File: config.mk
export PLATFORM = sky130hd
export DESIGN_NAME = stable_five_level_priority_queue
export DESIGN_NICKNAME = d
export VERILOG_FILES = /design/src/hdl/sfpq_pkg.sv /design/src/hdl/stable_five_level_priority_queue.sv /design/src/hdl/sfpq_cell.sv /design/src/hdl/sfpq_first.sv
export SDC_FILE = /design/constraint.sdc
export NUM_CORES = 2
export LEC_CHECK = 0
export ABC_AREA = 1
export BUFFER_PORTS_ARGS = -buffer_cell sky130_fd_sc_hd__buf_2
export CAP_MARGIN = 20
export CELL_PAD_IN_SITES_DETAIL_PLACEMENT = 1
export CELL_PAD_IN_SITES_GLOBAL_PLACEMENT = 2
export CORE_AREA = 2 2 535 537
export DETAILED_ROUTE_END_ITERATION = 10
export DIE_AREA = 0 0 537 539
export HOLD_SLACK_MARGIN = 0.03
export PLACE_DENSITY_LB_ADDON = 0.3
export SLEW_MARGIN = 40
export SYNTH_ARGS = -nofsm -noshare
export SYNTH_HDL_FRONTEND = slang
export SYNTH_SLANG_ARGS = --single-unit
File: constraint.sdc
create_clock -name clk_i -period 9.1 [get_ports clk_i]
set_clock_uncertainty 0.2 [all_clocks]
set_input_delay 0.91 -clock clk_i [delete_from_list [all_inputs] [get_ports clk_i]]
set_output_delay 0.91 -clock clk_i [all_outputs]
set_load 0.005 [all_outputs]
File: src/hdl/sfpq_pkg.sv
package sfpq_pkg;

  // Store geometry.
  localparam int unsigned QueueDepth = 64;
  localparam int unsigned IdxW       = $clog2(QueueDepth);
  localparam int unsigned CntW       = $clog2(QueueDepth + 1);
  // Span doubling steps of the prefix scan that finds the insert point.
  localparam int unsigned Levels     = IdxW;

  // Stream widths: record fields packed from bit 0 up, padded to whole bytes.
  localparam int unsigned RecW       = 29;
  localparam int unsigned InDataW    = ((RecW + 7) / 8) * 8;
  localparam int unsigned OutDataW   = ((RecW + CntW + 7) / 8) * 8;

  typedef logic [2:0] stage_t;

  localparam stage_t StageMin = 3'd1;
  localparam stage_t StageTop = 3'd5;

  // Request codes carried on the input tuser.
  typedef enum logic [1:0] {
    REQ_INSERT = 2'd0,
    REQ_APPEND = 2'd1,
    REQ_REMOVE = 2'd2
  } req_e;

  // Result codes carried on the output tuser.
  typedef enum logic [1:0] {
    ST_OK        = 2'd0,
    ST_EMPTY     = 2'd1,
    ST_BAD_STAGE = 2'd2,
    ST_FULL      = 2'd3
  } status_e;

  // One stored record, record_id in the lowest bits.
  typedef struct packed {
    stage_t      stage;
    logic        fourth_stage;
    logic        comorbidity;
    logic        healthcare;
    logic [6:0]  age;
    logic [15:0] record_id;
  } rec_t;

  // Per-cell move command for one update cycle.
  typedef struct packed {
    logic load;
    logic take_left;
    logic take_right;
  } cell_ctl_t;

endpackage

File: src/hdl/stable_five_level_priority_queue.sv
// Stable five-level priority queue.
//
// Requests enter on the s_axis channel: tuser holds the request code
// (insert by stage, append at tail, remove head) and tdata holds the record.
// Every request gives exactly one result on the m_axis channel: tuser holds
// the status and tdata the removed record (zero when nothing is removed)
// followed by the record count after the request.
//
// The records live in a row of cells, head in cell 0. Each cell compares its
// stage with the incoming one; a prefix scan over those flags picks the
// insert point, and every cell then holds, loads, or takes its neighbor's
// record in the same update.
// A request accepted into the request register executes once the output register
// is free; the cell update and the result register load happen together.
// Throughput: one request per cycle while the result side takes a transaction
// every cycle, as a new request is accepted while the held one executes.
// When the receiver stalls, the result is held and at most one further
// request is taken and kept waiting until the output register frees.
// Reset empties the queue at once (count zero); cell contents are not cleared.
module stable_five_level_priority_queue (
  input  logic                          clk_i,
  input  logic                          rst_ni,
  input  logic                          s_axis_tvalid,
  output logic                          s_axis_tready,
  // Bits from 0: record_id[15:0], age[22:16], healthcare_flag[23],
  // comorbidity_flag[24], fourth_stage_flag[25], stage[28:26], zero pad.
  input  logic [sfpq_pkg::InDataW-1:0]  s_axis_tdata,
  // Bits from 0: req_type[1:0].
  input  logic [1:0]                    s_axis_tuser,
  output logic                          m_axis_tvalid,
  input  logic                          m_axis_tready,
  // Bits from 0: out_record_id[15:0], out_age[22:16], out_healthcare[23],
  // out_comorbidity[24], out_fourth_stage[25], out_stage[28:26],
  // occupancy[35:29], zero pad.
  output logic [sfpq_pkg::OutDataW-1:0] m_axis_tdata,
  // Bits from 0: status[1:0].
  output logic [1:0]                    m_axis_tuser
);
  import sfpq_pkg::*;

  logic            busy_q, busy_d;
  logic [1:0]      req_q;
  rec_t            new_q;
  logic [CntW-1:0] count_q, count_d;
  logic            m_valid_q, m_valid_d;
  rec_t            out_rec_q;
  status_e         out_status_q;
  logic [CntW-1:0] out_count_q;

  logic            accept;
  logic            fire;
  logic            is_ins, is_app, is_rem;
  logic            bad_stage, full, write, to_tail, rem_ok;
  status_e         status;

  rec_t                  cell_rec [QueueDepth];
  logic [QueueDepth-1:0] gt, mark, first, after;

  // Handshake: a held request executes when the output register is free.
  assign fire          = busy_q && (!m_valid_q || m_axis_tready);
  assign s_axis_tready = !busy_q || fire;
  assign accept        = s_axis_tvalid && s_axis_tready;

  // Request decode and status.
  assign is_ins    = (req_q == REQ_INSERT);
  assign is_app    = (req_q == REQ_APPEND);
  assign is_rem    = (req_q == REQ_REMOVE);
  assign bad_stage = is_ins && ((new_q.stage < StageMin) || (new_q.stage > StageTop));
  assign full      = (count_q == CntW'(QueueDepth));
  assign write     = (is_ins || is_app) && !bad_stage && !full;
  assign to_tail   = is_app || (new_q.stage == StageTop);
  assign rem_ok    = is_rem && (count_q != '0);

  always_comb begin
    case (req_q)
      REQ_INSERT, REQ_APPEND: begin
        if (bad_stage) begin
          status = ST_BAD_STAGE;
        end else if (full) begin
          status = ST_FULL;
        end else begin
          status = ST_OK;
        end
      end
      REQ_REMOVE: status = rem_ok ? ST_OK : ST_EMPTY;
      default:    status = ST_OK;
    endcase
  end

  // Row of cells; each one hands its record to a neighbor when the row shifts.
  for (genvar i = 0; i < QueueDepth; i++) begin : g_cell
    rec_t      left_rec, right_rec;
    cell_ctl_t ctl;

    if (i == 0) begin : g_head
      assign left_rec = new_q;
    end else begin : g_body
      assign left_rec = cell_rec[i-1];
    end

    if (i == QueueDepth - 1) begin : g_tail
      assign right_rec = cell_rec[i];
    end else begin : g_inner
      assign right_rec = cell_rec[i+1];
    end

    // Insert point: first cell ranking after the key, or the tail slot.
    assign mark[i] = (gt[i] && !to_tail) || (count_q == CntW'(i));

    assign ctl.load       = fire && write && first[i];
    assign ctl.take_left  = fire && write && after[i];
    assign ctl.take_right = fire && rem_ok;

    sfpq_cell u_cell (
      .clk_i   (clk_i),
      .ctl_i   (ctl),
      .new_i   (new_q),
      .left_i  (left_rec),
      .right_i (right_rec),
      .key_i   (new_q.stage),
      .occ_i   (CntW'(i) < count_q),
      .rec_o   (cell_rec[i]),
      .gt_o    (gt[i])
    );
  end

  sfpq_first u_first (
    .mark_i  (mark),
    .first_o (first),
    .after_o (after)
  );

  // Next values of the control state.
  always_comb begin
    busy_d    = busy_q;
    count_d   = count_q;
    m_valid_d = m_valid_q;
    if (m_axis_tready) begin
      m_valid_d = 1'b0;
    end
    if (fire) begin
      busy_d    = 1'b0;
      m_valid_d = 1'b1;
      if (write) begin
        count_d = count_q + 1'b1;
      end else if (rem_ok) begin
        count_d = count_q - 1'b1;
      end
    end
    if (accept) begin
      busy_d = 1'b1;
    end
  end

  always_ff @(posedge clk_i or negedge rst_ni) begin
    if (!rst_ni) begin
      busy_q    <= 1'b0;
      count_q   <= '0;
      m_valid_q <= 1'b0;
    end else begin
      busy_q    <= busy_d;
      count_q   <= count_d;
      m_valid_q <= m_valid_d;
    end
  end

  // Request and result payload registers.
  always_ff @(posedge clk_i) begin
    if (accept) begin
      req_q <= s_axis_tuser;
      new_q <= rec_t'(s_axis_tdata[RecW-1:0]);
    end
    if (fire) begin
      out_rec_q    <= rem_ok ? cell_rec[0] : '0;
      out_status_q <= status;
      out_count_q  <= count_d;
    end
  end

  assign m_axis_tvalid = m_valid_q;
  assign m_axis_tuser  = out_status_q;
  assign m_axis_tdata  = {{(OutDataW - RecW - CntW){1'b0}}, out_count_q, out_rec_q};

  // The count never passes the depth.
  a_count_bound : assert property (@(posedge clk_i) disable iff (!rst_ni)
    count_q <= CntW'(QueueDepth))
    else $error("record count above queue depth");

  // A full result reports a full queue.
  a_full_count : assert property (@(posedge clk_i) disable iff (!rst_ni)
    (m_valid_q && (out_status_q == ST_FULL)) |-> (out_count_q == CntW'(QueueDepth)))
    else $error("full status with a queue that is not full");

  // An empty result carries no record and a zero count.
  a_empty_zero : assert property (@(posedge clk_i) disable iff (!rst_ni)
    (m_valid_q && (out_status_q == ST_EMPTY)) |-> ((out_count_q == '0) && (out_rec_q == '0)))
    else $error("empty status with a record or nonzero count");

  // A successful removal drops the count by one.
  a_remove_count : assert property (@(posedge clk_i) disable iff (!rst_ni)
    (fire && rem_ok) |=> (count_q == CntW'($past(count_q) - 1'b1)))
    else $error("removal did not decrement the count");

  // A stored record raises the count by one.
  a_write_count : assert property (@(posedge clk_i) disable iff (!rst_ni)
    (fire && write) |=> (count_q == CntW'($past(count_q) + 1'b1)))
    else $error("insert did not increment the count");

endmodule

File: src/hdl/sfpq_cell.sv
module sfpq_cell (
  input  logic                clk_i,
  input  sfpq_pkg::cell_ctl_t ctl_i,
  input  sfpq_pkg::rec_t      new_i,
  input  sfpq_pkg::rec_t      left_i,
  input  sfpq_pkg::rec_t      right_i,
  input  sfpq_pkg::stage_t    key_i,
  input  logic                occ_i,
  output sfpq_pkg::rec_t      rec_o,
  output logic                gt_o
);
  import sfpq_pkg::*;

  rec_t rec_q, rec_d;

  // Load the new record, or take the neighbor's record when the row shifts.
  always_comb begin
    rec_d = rec_q;
    if (ctl_i.load) begin
      rec_d = new_i;
    end else if (ctl_i.take_left) begin
      rec_d = left_i;
    end else if (ctl_i.take_right) begin
      rec_d = right_i;
    end
  end

  // Record storage holds payload only, so it has no reset.
  always_ff @(posedge clk_i) begin
    rec_q <= rec_d;
  end

  // An occupied cell whose stage ranks after the key flags itself.
  assign gt_o  = occ_i && (rec_q.stage > key_i);
  assign rec_o = rec_q;

endmodule

File: src/hdl/sfpq_first.sv
module sfpq_first (
  input  logic [sfpq_pkg::QueueDepth-1:0] mark_i,
  output logic [sfpq_pkg::QueueDepth-1:0] first_o,
  output logic [sfpq_pkg::QueueDepth-1:0] after_o
);
  import sfpq_pkg::*;

  logic [QueueDepth-1:0] span;

  // Prefix OR toward the tail, doubling the span each step.
  always_comb begin
    span = mark_i;
    for (int l = 0; l < Levels; l++) begin
      span = span | (span << (1 << l));
    end
  end

  // Cells past the first mark shift toward the tail; the first mark loads.
  assign after_o = span << 1;
  assign first_o = mark_i & ~after_o;

endmodule

==> reports/metrics.sh <==
FINAL.PERIOD_UTILIZATION_PCT=79.3
PATH_MAX_FANOUT=51
FINALWIRELENGTH_UM=492000
FINALSETUPVIOLCOUNT=0
CTS_ROOT_BUF='clkbuf_16'
CLOCK_LATENCY_NS=0.99
YOSYSUNIQUECELLTYPES=53
TRANSITION_TIME_AT_THE_PIN_WITH_THE_LEAST_SLEW_MARGIN_NS=0.920
FMAX_GHz=0.139
CTS_HOLD_REPAIR.BUFFERS=30
WORST_SLEW_MARGIN_REL_PCT=38.6
POST_SYNTH.CELL_AREA_AVG_UM2=8.37
CTSLONGESTPATHBUFFERS=4
CTS.REPAIR_TIMING.SETUP_BUFFER_COUNT=0
WORST_HOLD_PATH.NUM_CELLS=3
SYNTH-ASYNC-RESET-RATIO_PCT=0.465
MAX-CAP-VIOLATIONS=0
YOSYS.AREA.TOP_TYPE='edfxtp_1'
CTS.CLK_SLEW.WORST_PATHS_NS=0.06
MIN-DELAY-START='s_axis_tvalid'
SYNTH-EDFF-COUNT=1925
SWSHARE_PCT=37.8
FINAL-HOLD-VIOLATION-COUNT=0
TIMING.CRITICAL_PATH.TO_TYPE='flip-flop'
FLOORPLAN.DIE_AREA_MM2=0.289
ROUTEDWLPERCELL_UM=29.1
DPL.HPWL_UM=324000
FLOORPLAN.DIE.WIDTH_UM=537
FIN_SETUP_TNS_NS=0
WORST_R2R_PATH_DEPTH=16
SYNTHESIS.YOSYS.WARNINGS=0
GRT_PASS1_WL_UM=719000
NETLIST_TOP_CELLS_AREA='edfxtp_1 51%, nand2_1 10%, nand3_1 9.9%, inv_1 4.5%, o21ai_0 4.2%'
DRIVE_GT1_SHARE_PCT=7.46
SWITCHING_POWER_mW=12.1
POST_CTS_RESIZE_COUNT=0
YOSYS-TOP-CELLS-COUNT='3057 x nand2_1, 2237 x nand3_1, 1925 x edfxtp_1'
WORST_SETUP_PATH_START_KIND='flip-flop'
MAPPEDNETLISTAREA_MM2=0.113
SYN2LAYOUT_AREA_GROWTH_PCT=9.02
CTS_TREE='done'
POWER-PER-CELL-AREA_mW_PER_MM2=261
FINISH.INSTANCE_AREA_MM2=0.123
FLOORPLAN.IO_PINS=82
PLACED_AREA_MM2=0.116
DR_TOTAL_VIAS=104000
GRT_PASS1_VIAS=104000
DETAIL-ROUTE-ANTENNA-NETS=0
FINALMAXSLEWVIOLATIONS=0
SETUP.WORST_PATH.END='g_cell[56].u_cell.rec_o[21]$_DFFE_PP_'
OVERFLOW_LEFT_AFTER_GLOBAL_ROUTING=0
DR.FIRST_ITER.DRC_COUNT=11500
POST-SYNTH-TOP-COUNT-CELL='nand2_1'
GRT_USAGE_PCT=33.0
COMB_POWER_SHARE_PCT=30.5
LAYOUT.NETS=13200
OUTCOME='complete, no violations'
POWER.STATIC_LEAKAGE_nW=51.6
DETAIL_ROUTE.DRC_VIOLATIONS=0
SYNTH-MAIN-FF-CELL='edfxtp_1'
H_TREE_DEPTH=4
START_UTIL_PCT=39.8
WORST_R2R_ENDPOINT='g_cell[56].u_cell.rec_o[21]$_DFFE_PP_'
R2R_START='g_cell[0].left_rec[28]$_DFFE_PP_'
TIMING.FINAL.CRIT_PERIOD_NS=7.22
PATH_CLASS='flip-flop to flip-flop'
REQUIRED_NS=9.50
ROWS=196
CORE_AREA_MM2=0.284
SETUP_REPAIR_AFTER_GLOBAL_ROUTING_MISSED_ITS_MARGIN='no'
TIMING.REG2REG.SETUP_SLACK_NS=1.88
DRT_PASS1_ITERATIONS=6
GRT_START_MAX_NET_PINS=107
SYNTHCELLS=13500
PORT_BUFFERS=74
CTS.SINKS=1934
GRT_ANTENNA_BEFORE_REPAIR=19
DRT-VIAS-PER-INSTANCE=6.14
INTPOWER_mW=20.0
WORST_MIN_DELAY_PATH_CATEGORY='input port to flip-flop'
SEQPWRFRAC_PCT=41.3
FINAL_ESTIMATED_ROUTING_CONGESTION_IN_GLOBAL_PLACEMENT=0.982
SYNTH_SEQUENTIAL_AREA_RATIO_PCT=51.4
CLKPWRFRAC_PCT=28.2
MAX-VDD-IR-DROP_V=0.000172
POSTSYNTHREGISTERBITS=1934
CLOCK_BUFFERS_CREATED_BY_TRITONCTS=230
CRITICAL_PATH_DATA_ARRIVAL_TIME_NS=7.62
YOSYSTOPAREACELLSHARE_PCT=51.2
CP-STARTPOINT='g_cell[0].left_rec[28]$_DFFE_PP_'
DIE_HEIGHT_UM=539
worst max-delay path: stages (launching register included):
cell and delay, ns:
edfxtp_1 0.32, buf_4 0.59, inv_4 0.52, ha_1 0.46, a21oi_1 0.14, o21ai_0 0.13, nand3_2 0.11, nand2_2 0.09
nor2_4 0.25, nand3_1 0.58, nor2_1 0.51, nand3_2 0.61, nand2_4 0.69, nand2_2 0.54, inv_1 0.45, nand3_1 0.13
buf_4 0.29
cell families after synthesis:
| group | Yosys count | share of synthesized area, % |
|---|---|---|
| flops | 1934 | 51.4 |
| compound gates | 2013 | 9.99 |
| buf+inv | 2605 | 9.54 |
| xor+xnor | 5 | 0.0388 |
| simple gates | 6753 | 26.9 |
| other cells | 1 | 0.00332 |
| fa+ha+maj | 197 | 2.18 |
final cells by class:
cell class / count / area [um2]
fillers: 33400 / 161000
flip-flops and latches: 1934 / 58000
multi-input cells: 8972 / 44800
clock buffers: 298 / 6050
inverters: 1410 / 5330
well taps: 3762 / 4710
repair buffers: 410 / 3260
clock inverters: 116 / 991
diodes: 3 / 7.51
per-layer routing:
layer  part of all wire (%)  vias up  GRT usage [%]
met4                    4.5       16           13.2
met5                  0.021        -              0
met3                    8.7      936           5.58
met1                     42    52500           45.3
li1                       -    45600              -
met2                     45     4765           51.8
flip-flops by register name, summed over array words and instances (netlist names):
name	cells
m_axis_tvalid	1
count_q	7
g_cell.left_rec	29
out_count_q	7
m_axis_tdata	29
req_q	2
g_cell.u_cell.rec_o	1856
busy_q	1
m_axis_tuser	2
cell usage in the layout (no fill, tap or decap), types with 82 or more instances in the layout:
master and count:
buf_4 268, o21ai_1 126, edfxtp_1 1925, o21ai_0 941, a21oi_1 230, nor2_1 678
nand4_1 594, inv_1 1323, o211ai_1 174, clkbuf_16 232, nand3_1 2213, a31oi_1 82
nand2_1 3010, ha_1 197, o22ai_1 396
power groups by stage:
stage / clock (mW) / sequential, mW / combinational (mW)
2_1_floorplan: 0 / 13.0 / 6.19
3_3_place_gp: 0 / 13.4 / 9.14
3_5_place_dp: 0 / 13.4 / 9.52
4_1_cts: 9.14 / 13.3 / 9.59
5_1_grt: 9.47 / 13.4 / 10.7
6_report: 9.06 / 13.3 / 9.79
worst min path at each step:
stage / slack, ns / end
3_3_place_gp: 0.31 / m_axis_tvalid$_DFFE_PN0P_
2_1_floorplan: 0.31 / g_cell[63].u_cell.rec_o[11]$_DFFE_PP_
6_report: 0.1 / busy_q$_DFFE_PN0P_
3_5_place_dp: 0.33 / m_axis_tvalid$_DFFE_PN0P_
4_1_cts: 0.03 / busy_q$_DFFE_PN0P_
5_1_grt: 0.07 / req_q[0]$_DFFE_PP_
through the flow:
stage                     util, %  cells  hold WS, ns  total power, mW  setup slack [ns]
after floorplan                 -  13500        0.313             19.2              2.61
after global placement       40.6  16400        0.306             22.5              1.76
after detailed placement     40.8  16500        0.330             22.9              2.08
after CTS                    43.4  16900       0.0328             32.0              1.97
after global routing         43.4  16900       0.0738             33.5              1.64
final                        43.4  16900       0.0965             32.1              1.88
Power figures use the tool's default switching activity.
